`config.mk`:
```
export PLATFORM = sky130hd
export DESIGN_NAME = spi_target_register_interface
export DESIGN_NICKNAME = d
export VERILOG_FILES = /design/src/rtl/spitr_pkg.sv /design/src/rtl/spi_target_register_interface.sv
export SDC_FILE = /design/constraint.sdc
export NUM_CORES = 1
export LEC_CHECK = 0
export BUFFER_PORTS_ARGS = -buffer_cell sky130_fd_sc_hd__buf_2
export CORE_MARGIN = 3
export CORE_UTILIZATION = 65
export DETAILED_ROUTE_END_ITERATION = 12
export PLACE_DENSITY_LB_ADDON = 0.1
export RECOVER_POWER = 25
export SYNTH_ARGS = -nofsm -noshare
export SYNTH_HDL_FRONTEND = slang
export SYNTH_SLANG_ARGS = --single-unit
```
`constraint.sdc`:
```
create_clock -name clk -period 7.5 [get_ports clk]
set_clock_uncertainty 0.05 [all_clocks]
set_input_delay 0.375 -clock clk [delete_from_list [all_inputs] [get_ports clk]]
set_output_delay 0.375 -clock clk [all_outputs]
set_load 0.01 [all_outputs]
```
`src/rtl/spitr_pkg.sv`:
```
// Shared types, codes and address decode for the SPI target register interface.
package spitr_pkg;

	localparam logic [1:0] REQ_CS_FALL = 2'd0;
	localparam logic [1:0] REQ_CS_RISE = 2'd1;
	localparam logic [1:0] REQ_BYTE    = 2'd2;
	localparam logic [1:0] REQ_UNUSED  = 2'd3;

	localparam logic [7:0] DUMMY_BYTE = 8'hAA;
	localparam int unsigned WRITE_FLAG_BIT = 7;
	localparam int unsigned NUM_SLOTS = 10;
	localparam int unsigned SLOT_W = $clog2(NUM_SLOTS);

	typedef enum logic [1:0] {
		MODE_CMD  = 2'd0,
		MODE_WR   = 2'd1,
		MODE_RD   = 2'd2,
		MODE_IDLE = 2'd3
	} mode_t;

	typedef struct packed {
		logic [1:0] req_type;
		logic [7:0] rx_byte;
	} req_t;

	typedef struct packed {
		logic       tx_valid;
		logic [7:0] tx_byte;
		logic       wr_valid;
		logic [3:0] wr_addr;
		logic [7:0] wr_data;
	} rsp_t;

	function automatic logic addr_mapped(input logic [7:0] addr);
		return (addr == 8'd1) || ((addr >= 8'd6) && (addr <= 8'd14));
	endfunction

	function automatic logic [SLOT_W-1:0] slot_of(input logic [7:0] addr);
		logic [7:0] off;
		off = addr - 8'd5;
		return (addr == 8'd1) ? '0 : off[SLOT_W-1:0];
	endfunction

endpackage

```
`src/rtl/spi_target_register_interface.sv`:
```
// Top level: SPI target register file with auto-increment pointer.
// Takes one request word per clock while req_stall is low: chip-select fall, chip-select
// rise or received byte, and returns exactly one response word for each, registered in
// the input register, then the response register. The response register and the input
// register form a two-deep queue, so req_stall rises only when both hold a word and
// rsp_stall is high. Ten byte registers sit at addresses 1 and 6 to 14 and reset to zero;
// other addresses read as 0xAA and ignore writes. A write burst takes at most REG_LIMIT
// data bytes, and a read burst returns 0xAA once the pointer reaches REG_LIMIT.
module spi_target_register_interface #(
	parameter int unsigned REG_LIMIT = 26
) (
	input  logic              clk,
	input  logic              arst_n,
	input  logic              req_valid,
	output logic              req_stall,
	input  spitr_pkg::req_t   req,
	output logic              rsp_valid,
	input  logic              rsp_stall,
	output spitr_pkg::rsp_t   rsp
);
	import spitr_pkg::*;

	localparam int unsigned CNT_W = $clog2(REG_LIMIT + 1);
	localparam logic [7:0] PTR_LIMIT = 8'(REG_LIMIT);
	localparam logic [CNT_W-1:0] CNT_LIMIT = CNT_W'(REG_LIMIT);

	logic              item_valid_s1;
	req_t              item_s1;
	logic              out_valid_q;
	rsp_t              out_q;
	logic              out_free;
	logic              s1_move;
	logic              accept;

	mode_t             mode_q, mode_d;
	logic [7:0]        ptr_q, ptr_d;
	logic [CNT_W-1:0]  wcnt_q, wcnt_d;
	logic [7:0]        regs_q [NUM_SLOTS];
	logic              wr_en;
	logic [SLOT_W-1:0] wr_slot;
	logic [7:0]        rd_addr;
	logic [7:0]        rd_byte;
	rsp_t              rsp_d;

	assign out_free  = !out_valid_q || !rsp_stall;
	assign s1_move   = item_valid_s1 && out_free;
	assign req_stall = item_valid_s1 && !out_free;
	assign accept    = req_valid && !req_stall;
	assign rsp_valid = out_valid_q;
	assign rsp       = out_q;

	always_ff @(posedge clk or negedge arst_n) begin
		if (!arst_n) begin
			item_valid_s1 <= 1'b0;
		end else if (accept) begin
			item_valid_s1 <= 1'b1;
		end else if (s1_move) begin
			item_valid_s1 <= 1'b0;
		end
	end

	always_ff @(posedge clk) begin
		if (accept) begin
			item_s1 <= req;
		end
	end

	always_ff @(posedge clk or negedge arst_n) begin
		if (!arst_n) begin
			out_valid_q <= 1'b0;
		end else begin
			out_valid_q <= s1_move || (out_valid_q && rsp_stall);
		end
	end

	always_ff @(posedge clk) begin
		if (s1_move) begin
			out_q <= rsp_d;
		end
	end

	always_ff @(posedge clk or negedge arst_n) begin
		if (!arst_n) begin
			mode_q <= MODE_IDLE;
			ptr_q  <= '0;
			wcnt_q <= '0;
		end else begin
			mode_q <= mode_d;
			ptr_q  <= ptr_d;
			wcnt_q <= wcnt_d;
		end
	end

	always_ff @(posedge clk or negedge arst_n) begin
		if (!arst_n) begin
			for (int i = 0; i < NUM_SLOTS; i++) begin
				regs_q[i] <= '0;
			end
		end else if (wr_en) begin
			regs_q[wr_slot] <= item_s1.rx_byte;
		end
	end

	assign rd_addr = (mode_q == MODE_CMD) ? item_s1.rx_byte : ptr_q;
	assign rd_byte = addr_mapped(rd_addr) ? regs_q[slot_of(rd_addr)] : DUMMY_BYTE;
	assign wr_slot = slot_of(ptr_q);

	always_comb begin
		mode_d = mode_q;
		ptr_d  = ptr_q;
		wcnt_d = wcnt_q;
		wr_en  = 1'b0;
		rsp_d  = '0;
		if (s1_move) begin
			unique case (item_s1.req_type)
				REQ_CS_FALL: begin
					mode_d = MODE_CMD;
					wcnt_d = '0;
				end
				REQ_CS_RISE: begin
					mode_d = MODE_IDLE;
				end
				REQ_BYTE: begin
					unique case (mode_q)
						MODE_CMD: begin
							if (item_s1.rx_byte[WRITE_FLAG_BIT]) begin
								ptr_d  = {1'b0, item_s1.rx_byte[6:0]};
								wcnt_d = '0;
								mode_d = MODE_WR;
							end else begin
								rsp_d.tx_valid = 1'b1;
								rsp_d.tx_byte  = rd_byte;
								ptr_d  = item_s1.rx_byte + 8'd1;
								mode_d = MODE_RD;
							end
						end
						MODE_RD: begin
							rsp_d.tx_valid = 1'b1;
							if (ptr_q < PTR_LIMIT) begin
								rsp_d.tx_byte = rd_byte;
								ptr_d = ptr_q + 8'd1;
							end else begin
								rsp_d.tx_byte = DUMMY_BYTE;
							end
						end
						MODE_WR: begin
							if (wcnt_q < CNT_LIMIT) begin
								if (addr_mapped(ptr_q)) begin
									wr_en = 1'b1;
									rsp_d.wr_valid = 1'b1;
									rsp_d.wr_addr  = ptr_q[3:0];
									rsp_d.wr_data  = item_s1.rx_byte;
								end
								ptr_d  = ptr_q + 8'd1;
								wcnt_d = wcnt_q + CNT_W'(1);
							end
						end
						MODE_IDLE: begin
						end
					endcase
				end
				default: begin
				end
			endcase
		end
	end

`ifndef ASSERT_OFF
	a_wcnt_bound: assert property (@(posedge clk) disable iff (!arst_n)
		wcnt_q <= CNT_LIMIT)
		else $error("write count above limit");

	a_one_kind: assert property (@(posedge clk) disable iff (!arst_n)
		out_valid_q |-> !(out_q.tx_valid && out_q.wr_valid))
		else $error("response carries both a read and a write");

	a_wr_mapped: assert property (@(posedge clk) disable iff (!arst_n)
		(out_valid_q && out_q.wr_valid) |->
			(out_q.wr_addr == 4'd1 || out_q.wr_addr >= 4'd6) && out_q.wr_addr <= 4'd14)
		else $error("write reported at unmapped address");

	a_stall_full: assert property (@(posedge clk) disable iff (!arst_n)
		req_stall |-> (item_valid_s1 && out_valid_q && rsp_stall))
		else $error("request stalled with room in the queue");

	a_resp_follows: assert property (@(posedge clk) disable iff (!arst_n)
		s1_move |=> out_valid_q)
		else $error("word left input register without a response");
`endif

endmodule
```
# --- Word level (Yosys, flattened, before mapping) ---
# Cells that the tools add are included.
# Widths: inputs -> output; s select.
totals:
  ff_bits: 129
  in_bits: 14
  wordCells: 108
classes:
  add_sub_neg: 5
  order_cmp: 9
  eq_ne: 12
  n_mux: 32
  bitwise_logic: 2
  reduce_logical: 26
ops:
  columns: ["operator", "n"]
  rows:
  - ["$bwmux 80", 1]
  - ["$mux 8", 9]
  - ["$bmux 8 s4", 1]
  - ["$demux 8 s4", 1]
  - ["$pmux 8 s3", 1]
  - ["$pmux 5 s2", 2]
  - ["$pmux 9 s2", 1]
  - ["$add 8x1->8 const B", 2]
  - ["$eq 8x1->1 const B", 2]
  - ["$ge 8x3->1 const B", 2]
  - ["$le 8x4->1 const B", 2]
  - ["$mux 13", 1]
  - ["$ge 5x5->1 const B", 2]
  - ["$mux 5", 2]
  - ["$not 4->5", 2]
  - ["$reduce_and 5->1", 2]
  - ["$mux 9", 1]
  - ["$ne 3x3->1 const B", 3]
  - ["$lt 8x5->1 const B", 1]
  - ["$mux 4", 2]
  - ["$sub 4x3->4 const B", 2]
  - ["$logic_and 1x1->1", 7]
  - ["$mux 1", 7]
  - ["$ne 2x2->1 const B", 3]
  - ["other kinds (14)", 27]

# --- Depth between registers and ports, before layout ---
# Gate-level depths: netlist (run 1).
depth:
  ltp_word: 11
  mapped_depth: 13
  ltp_nobuf: 11

# --- Worst setup path before layout (run 1) ---
# No wires, ideal clock.
synth_path:
  path_type: "register to register"
  startpoint: "register mode_q[0]"
  endpoint: "register out_q, in the netlist rsp[15] (data pin)"
  setup_ns: 0.261
  t_arrival_ns: 3.115
  slack_ns: 4.073
  path_stages_with_launch: 11
  path_buffers: 3
  cell_sequence: "dfstp_2 inv_1 ha_1 buf_6 mux2_4 ha_1 clkbuf_1 buf_1 mux4_2 a22oi_1 o21ai_1"
synth_between:
  elab_chain_len: 11
synth_rtl:
  columns: ["item", "line", "text"]
  rows:
  - ["from (decl)", "spi_target_register_interface.sv:35", "mode_t mode_q, mode_d;"]
  - ["from (signal assigned)", "spi_target_register_interface.sv:88", "mode_q <= mode_d;"]
  - ["$logic_not 2->1", "spi_target_register_interface.sv:104, spi_target_register_interface.sv:124", null]
  - ["$mux 8", "spi_target_register_interface.sv:104", "assign rd_addr = (mode_q == MODE_CMD) ? item_s1.rx_byte : ptr_q;"]
  - ["$sub 4x3->4 / $eq 8x1->1 (equally long branches)", "spitr_pkg.sv:40, spitr_pkg.sv:35, spitr_pkg.sv:41", null]
  - ["$mux 4", "spitr_pkg.sv:41", "return (addr == 8'd1) ? '0 : off[SLOT_W-1:0];"]
  - ["$not 4->5 (not written as such)", "spi_target_register_interface.sv:105", "assign rd_byte = addr_mapped(rd_addr) ? regs_q[slot_of(rd_addr)] : DUMMY_BYTE;"]
  - ["$bmux 8 s4", "spi_target_register_interface.sv:105", null]
  - ["$mux 8 (not written as such) (2 in series)", "spi_target_register_interface.sv:105", null]
  - ["$mux 8", "spi_target_register_interface.sv:105", null]
  - ["$mux 8 / $mux 9 (equally long branches)", "spi_target_register_interface.sv:139, spi_target_register_interface.sv:126", null]
  - ["$pmux 9 s2 (*)", "spi_target_register_interface.sv:124", "unique case (mode_q)"]
  - ["to (signal assigned)", "spi_target_register_interface.sv:78", "out_q <= rsp_d;"]
  - ["to (decl)", "spi_target_register_interface.sv:30", "rsp_t out_q;"]
# Mark *: on every way between the ends. The rest lies on a longest branch, timed or not. The select of a mux whose other input is x is not followed.
# A chain may end at the register's enable or synchronous reset.

# --- Worst setup path after layout (run 1) ---
layout_path:
  startpoint: "register mode_q[1]"
  endpoint: "register out_q, in the netlist rsp[14] (data pin)"
# The elaborated chain is that of the path after synthesis.

==> reports/metrics.yaml, run 1 <==
dr.pass1.iters: 5
fill_cells: 670
finalNetCount: 601
die_w_um: 106.9
drc: 0
fin_area_um2: 7500
grt_max_degree: 65
ys.flop_type: "dfrtp_1"
port_buffers: 37
hpwl_um: 9718
crit_path_cell_trace: "inv_1 > ha_1 > mux2_4 > ha_1 > mux4_1 > a221o_1"
p_leak_nw: 3.419
io_pins: 38
antenna_found_initial: 0
synth_edf_count: 32
chipHeight_um: 106.9
finalSetupTns_ns: 0
drv_cap: 1
hold_violations: 0
critPathMostFrequentCell: "ha_1"
start_kind: "flip-flop"
crit_buf_inv: 1
syn_area_um2: 6619
async_flop_share_pct: 75.19
synth.most_common_cell: "dfrtp_1"
post_cts.repair.setup_buffers: 0
yosys.area.top_type_share_pct: 35.92
setup-violations-final: 0
synth-compound-area-share_pct: 8.469
synth_common_cells: "dfrtp_1, mux2_2, edfxtp_1"
cp.required_ns: 7.71
detail-route-antenna-nets: 0
endpoint_kind: "flip-flop"
synth_top_family_by_area: "multiplexers"
multi_input_area_um2: 3023
grt_pass1_vias: 4439
status: "finished, violations left"
slew_headroom_pct: -20.04
syn-num-nets: 558
final_max_slew_viol_count: 35
final_util_pct: 76.38
synth_warnings: 0
synth_mux_area_share_pct: 22.23
drt_iter0_markers: 401
post-route-period-util_pct: 47.10
row_count: 36
ys_seq_elements: 129
power_density_nw_per_um2: 290.1
num_antenna_cells: 0
crit_fanout: 17
cts_max_level: 4
drive_above_1_share_pct: 29.83
place_congestion: 0.8553
worstMarginPinSlew_ns: 1.801
cpMaxStageDelayCell: "ha_1"
syn2layout_area_growth_pct: 13.31
synthAdderAreaFrac_pct: 3.781
grt_use_total_pct: 28.45
num_vias: 4441
numCtsBuffers: 17
yosys.area_share.simple_pct: 10.13
grt_pass1_wl_um: 24230
wl_per_cell_um: 21.04
clock_latency_ns: 0.52
clock.fmax_mhz: 283.1
regArea_um2: 3391
path_class: "reg2reg"
synth_area_leaders: "dfrtp_1, edfxtp_1, mux2_2, ha_1, mux4_2"
path_delay_family: "adder cells"
core-area_um2: 9819
finalWirelength_um: 15010
min_period_ns: 3.532
start_util_pct: 67.41
vdd_drop_max_uv: 202.1
root_buffer: "clkbuf_8"
vias_per_cell: 6.229
syn_inst: 524
grt-ovfl-total: 0
ys_seq_area_share_pct: 51.23
failed_checks: "capacitance limit, slew limit"
synth_xor_area_share_pct: 1.059
crit_arrival_ns: 3.74
placed_area_um2: 6854
rsz0062_at_grt: "false"
cts_sinks: 129
clk_pin_slew_ns: 0.06
ys_types: 65
hp-class: "in2reg"
yosysTopAreaCell: "dfrtp_1"
slowest_delay_ns: 0.86
cts_tree: "done"
avgSynthCellArea_um2: 12.63
clock_path_buffers: 2
dieArea_um2: 11430
==> area by class of cell <==
| cell class | count | area share, % |
|---|---|---|
| Sequential cell | 129 | 45.21 |
| Multi-Input combinational cell | 350 | 40.31 |
| Clock buffer | 23 | 6.657 |
| Timing Repair Buffer | 52 | 4.087 |
| Tap cell | 133 | 2.219 |
| Inverter | 17 | 0.8509 |
| Clock inverter | 9 | 0.6673 |
==> power by group <==
part	leakage (nW)	total, mW	switching [mW]	internal (mW)
sequential	1.64	0.860	0.0901	0.770
clock	0.282	0.757	0.296	0.460
combinational	1.50	0.559	0.336	0.223
total	3.42	2.18	0.722	1.45
==> final timing paths <==
kind	depth (start not counted)	slack (ns)	from	to
setup / recovery	6	3.97	mode_q[1]$_DFFE_PN1P_	rsp[14]$_SDFFCE_PP0P_
hold / removal	3	0.06	rsp_stall	rsp_valid$_DFF_PN0_
setup reg to reg	6	3.97	mode_q[1]$_DFFE_PN1P_	rsp[14]$_SDFFCE_PP0P_
hold reg to reg	1	0.46	item_valid_s1$_DFFE_PN0P_	rsp_valid$_DFF_PN0_
max in group asynchronous	3	4.89	arst_n	regs_q[29]$_DFFE_PN0P_
min in group asynchronous	2	0.84	arst_n	regs_q[11]$_DFFE_PN0P_
==> placed cells by master, fill, tap and decap left out, drive strengths merged, types with 5 or more instances in the layout <==
cell type,count
a21oi,25
and2,15
buf,23
clkbuf,40
clkinv,7
dfrtp,95
dlygate4sd3,12
edfxtp,32
ha,20
inv,19
mux2,84
mux2i,14
mux4,15
nand2,34
nand2b,5
nand3,19
nor2,23
nor3,7
o21ai,28
xnor2,5
==> state kept, by name, summed over array words and instances, names as in the netlist <==
register / count
mode_q: 2
wcnt_q: 5
item_s1: 10
item_valid_s1: 1
rsp: 22
ptr_q: 8
rsp_valid: 1
regs_q: 80
==> what timing repair did <==
item,in CTS,in global routing
gates resized for setup,0,0
hold buffers,12,0
setup endpoints to repair,0,0
hold endpoints to repair,44,0
==> cells by family (layout without fill, tap and decap cells) <==
logic type,count (synthesis),count (layout)
adder cells (fa/ha/maj),20,20
XOR/XNOR,8,8
AO/OA/AOI/OAI,85,85
AND/OR/NAND/NOR,124,124
flip-flops,129,129
buffers and inverters,45,101
multiplexers,113,113
==> worst register-to-register path, delay by kind of cell (launching register included) <==
kind / cells / cell delay [ns]
flip-flops: 1 / 0.55
buffers and inverters: 1 / 0.09
adder cells (fa/ha/maj): 2 / 1.18
AO/OA/AOI/OAI: 1 / 0.36
multiplexers: 2 / 1.05
==> per-layer routing <==
| metal | vias up | GRT usage (%) | part of all wire, % |
|---|---|---|---|
| li1 | 2023 | - | - |
| met1 | 2206 | 40.80 | 43 |
| met2 | 195 | 43.48 | 48 |
| met3 | 17 | 4.816 | 7.4 |
| met4 | 0 | 12.05 | 1.9 |
| met5 | - | 0 | 0 |
==> through the flow <==
stage / total power, mW / worst slack, ns / std cells / hold WS [ns]
2_1_floorplan: 1.297 / 4.073 / 524 / 0.02941
3_3_place_gp: 1.396 / 4.037 / 669 / 0.2789
3_5_place_dp: 1.413 / 3.961 / 669 / 0.2881
4_1_cts: 2.174 / 3.954 / 713 / 0.03741
5_1_grt: 2.285 / 3.760 / 713 / 0.05066
6_report: 2.176 / 3.968 / 713 / 0.06056
(Power assumes the default switching activity.)
==> run 2, diff against run 1 <==
--- a/config.mk
+++ b/config.mk
@@ -5,9 +5,10 @@
 export SDC_FILE = /design/constraint.sdc
 export NUM_CORES = 1
 export LEC_CHECK = 0
+export ABC_AREA = 1
 export BUFFER_PORTS_ARGS = -buffer_cell sky130_fd_sc_hd__buf_2
 export CORE_MARGIN = 3
-export CORE_UTILIZATION = 65
+export CORE_UTILIZATION = 62
 export DETAILED_ROUTE_END_ITERATION = 12
 export PLACE_DENSITY_LB_ADDON = 0.1
 export RECOVER_POWER = 25
==> constraint.sdc (replaced) <==
create_clock -name clk -period 3.5 [get_ports clk]
set_clock_uncertainty 0.05 [all_clocks]
set_input_delay 0.175 -clock clk [delete_from_list [all_inputs] [get_ports clk]]
set_output_delay 0.175 -clock clk [all_outputs]
set_load 0.01 [all_outputs]
==> run 2 against run 1 <==
The flow still finishes with violations (capacitance limit, slew limit). First-iteration DRC count up 39%. Via count up 33%. Highest routed layer unchanged. Die area up 11%. Largest power group is now combinational logic.
==> reports/metrics.yaml, run 2 <==
synth_area_leaders: "dfrtp_1, edfxtp_1, nand2_1, o21ai_1, inv_1"
root_buffer: "clkbuf_16"
cts_max_level: 4  # unchanged
antenna_found_initial: 0  # unchanged
drive_above_1_share_pct: 11.01  # -19 points
multi_input_area_um2: 2993  # -0.99%
wl_per_cell_um: 17.52  # -17%
endpoint_kind: "flip-flop"
grt_pass1_vias: 5730  # +29%
cp.depth: 16  # +10
timing.hold.ws_ns: 0.4197  # +0.3591 ns
power_mw: 5.620  # +160%
finalNetCount: 911  # +52%
failed_checks: "capacitance limit, slew limit"
slew_headroom_pct: -32.02  # -12 points
dieArea_um2: 12640  # +11%
min_delay_path_depth: 2  # -1
cts_sinks: 129  # unchanged
start_kind: "flip-flop"
numCtsBuffers: 17  # unchanged
vdd_drop_max_uv: 477.6  # +140%
synth_warnings: 0  # unchanged
chipHeight_um: 112.4  # +5.2%
crit_fanout: 22  # +5
io_pins: 38  # unchanged
largest_register: "regs_q"
die_w_um: 112.4  # +5.2%
syn_area_um2: 7022  # +6.1%
drc: 0  # unchanged
postCtsHoldBufs: 13  # +1
clock.fmax_mhz: 308.3  # +8.9%
dp_cells: 985  # +47%
setup-violations-final: 0  # unchanged
avgSynthCellArea_um2: 8.440  # -33%
clock_path_buffers: 2  # unchanged
synth_edf_count: 32  # unchanged
syn2layout_area_growth_pct: 13.33  # about the same
start_util_pct: 64.21  # -3.2 points
synth.most_common_cell: "nand2_1"
ys_seq_elements: 129  # unchanged
detail-route-antenna-nets: 0  # unchanged
worstHoldStart: "req[6]"
dr.pass1.iters: 6  # +1
hold_violations: 0  # unchanged
fin_area_um2: 7958  # +6.1%
cts.repair.resized: 0  # unchanged
p_leak_nw: 3.719  # +8.8%
ys_types: 42  # -35%
cp.required_ns: 3.63  # -4.08 ns
rsz0062_at_grt: "false"
fill_cells: 825  # +23%
grt_pass1_wl_um: 29600  # +22%
grt_use_total_pct: 30.03  # +1.6 points
power_density_nw_per_um2: 706.2  # +140%
largest_reg_flops: 80  # unchanged
cpMaxStageDelayCell: "dfstp_2"
async_flop_share_pct: 75.19  # unchanged
status: "finished, violations left"
cts_tree: "done"
post-route-period-util_pct: 92.68  # +46 points
row_count: 38  # +5.6%
crit-reg2reg-launch: "mode_q[0]$_DFFE_PN1P_"
holdPathEnd: "item_s1[6]$_DFFE_PP_"
ys.flop_type: "dfrtp_1"
path_class: "reg2reg"
yosysTopAreaCell: "dfrtp_1"
syn-num-nets: 866  # +55%
finalSetupTns_ns: 0  # unchanged
vias_per_cell: 5.748  # -7.7%
post_cts.repair.setup_buffers: 0  # unchanged
path_delay_family: "simple AND/OR/NAND/NOR gates"
critPathMostFrequentCell: "nand2_1"
r2r_end: "rsp[18]$_SDFFCE_PP0P_"
worstMarginPinSlew_ns: 1.980  # +0.1797 ns
num_antenna_cells: 0  # unchanged
synth_common_cells: "nand2_1, dfrtp_1, inv_1"
final_common_cell: "nand2_1"
grt-ovfl-total: 0  # unchanged
reg2reg_depth: 16  # +10
layoutNonFillerInstCount: 1030  # +44%
final_max_slew_viol_count: 79  # +130%
grt_max_degree: 79  # +22%
core-area_um2: 10940  # +11%
yosys.area.top_type_share_pct: 33.86  # -2.1 points
finalWirelength_um: 18050  # +20%
ys_seq_area_share_pct: 48.29  # -2.9 points
clk_pin_slew_ns: 0.06  # about the same
hp-class: "in2reg"
crit_path_cell_trace: "inv_1 > ha_1 > o21ai_0 > ha_1 > nand3_1 > nor2_4 > nand3_2 > nand2_2 > buf_4 > nand2_1 > nand2_1 > nor2_1 > nor2_1 > nand3_1 > nand2_1 > inv_1"
r2r_setup_slack_ns: 0.26  # -3.71 ns
drt_iter0_markers: 559  # +39%
syn_inst: 832  # +59%
port_buffers: 37  # unchanged
drv_cap: 1  # unchanged
placed_area_um2: 7219  # +5.3%
place_congestion: 0.8908  # +4.2%
crit_arrival_ns: 3.37  # -0.37 ns
crit_buf_inv: 3  # +2
regArea_um2: 3391  # unchanged
clock_latency_ns: 0.42  # -0.10 ns
min_period_ns: 3.244  # -0.2885 ns
slowest_delay_ns: 0.55  # -0.31 ns
hpwl_um: 12240  # +26%
num_vias: 5920  # +33%
final_cell_mix: "nand2_1, inv_1, dfrtp_1, o21ai_1, nand3_1"
run 2: cell count changes after synthesis, sizes merged, moves of 22 or more:
cell,delta
inv,+83
mux2,-84
nand2,+206
o21ai,+78
nand3,+57
nand3b,+22
nor2,+30
run 2: per-layer routing:
layer	up-vias	wire (um)	GRT usage (%)
met3	18	1398	8.086
met4	0	189	7.131
li1	2783	-	-
met2	265	8370	47.04
met5	-	0	0
met1	2854	8090	42.27
run 2: final cells by class:
| cell class | count | area share [%] |
|---|---|---|
| multi-input combinational | 565 | 37.61 |
| clock inverter | 7 | 1.164 |
| inverter | 102 | 4.811 |
| tap | 140 | 2.201 |
| sequential | 129 | 42.61 |
| clock buffer | 25 | 6.871 |
| timing repair buffer | 62 | 4.733 |
run 2: report_power, final:
part	internal [mW]	switching, mW	total (mW)
Sequential	1.65	0.111	1.76
Clock	1.22	0.651	1.87
Combinational	0.591	1.39	1.98
run 2: cell families (layout without fill, tap and decap cells):
kind of cell,count (synthesis),after routing,share of synthesized area [%]
buf+inv,138,196,9.123
fa+ha+maj,20,20,3.564
xor+xnor,7,7,0.9801
simple gates,408,408,27.92
flops,129,129,48.29
compound gates,130,130,10.12
run 2: worst reg2reg max path, delay by kind of cell (launching register included):
family / cells / cell delay, ns
AOI/OAI and AO/OA: 1 / 0.37
and+or+nand+nor: 10 / 1.13
buffers and inverters: 3 / 0.37
DFF: 1 / 0.55
adders and majority gates: 2 / 0.52
run 2: worst max-delay path by stage:
stage	startpoint	end	slack, ns
final	mode_q[0]$_DFFE_PN1P_	rsp[18]$_SDFFCE_PP0P_	0.26
after global routing	mode_q[0]$_DFFE_PN1P_	rsp[15]$_SDFFCE_PP0P_	0.03
after CTS	mode_q[0]$_DFFE_PN1P_	rsp[18]$_SDFFCE_PP0P_	0.30
after detailed placement	mode_q[0]$_DFFE_PN1P_	rsp[18]$_SDFFCE_PP0P_	0.31
after global placement	mode_q[0]$_DFFE_PN1P_	rsp[18]$_SDFFCE_PP0P_	0.43
after floorplan	rsp_valid$_DFF_PN0_	regs_q[38]$_DFFE_PN0P_	0.59
run 2: per-stage QoR:
step                      worst slack, ns  utilization [%]
after floorplan                    0.5935                -
after global placement             0.4271            66.02
final                              0.2561            72.77
after global routing              0.03409            72.77
after CTS                          0.2954            73.05
after detailed placement           0.3111            66.02
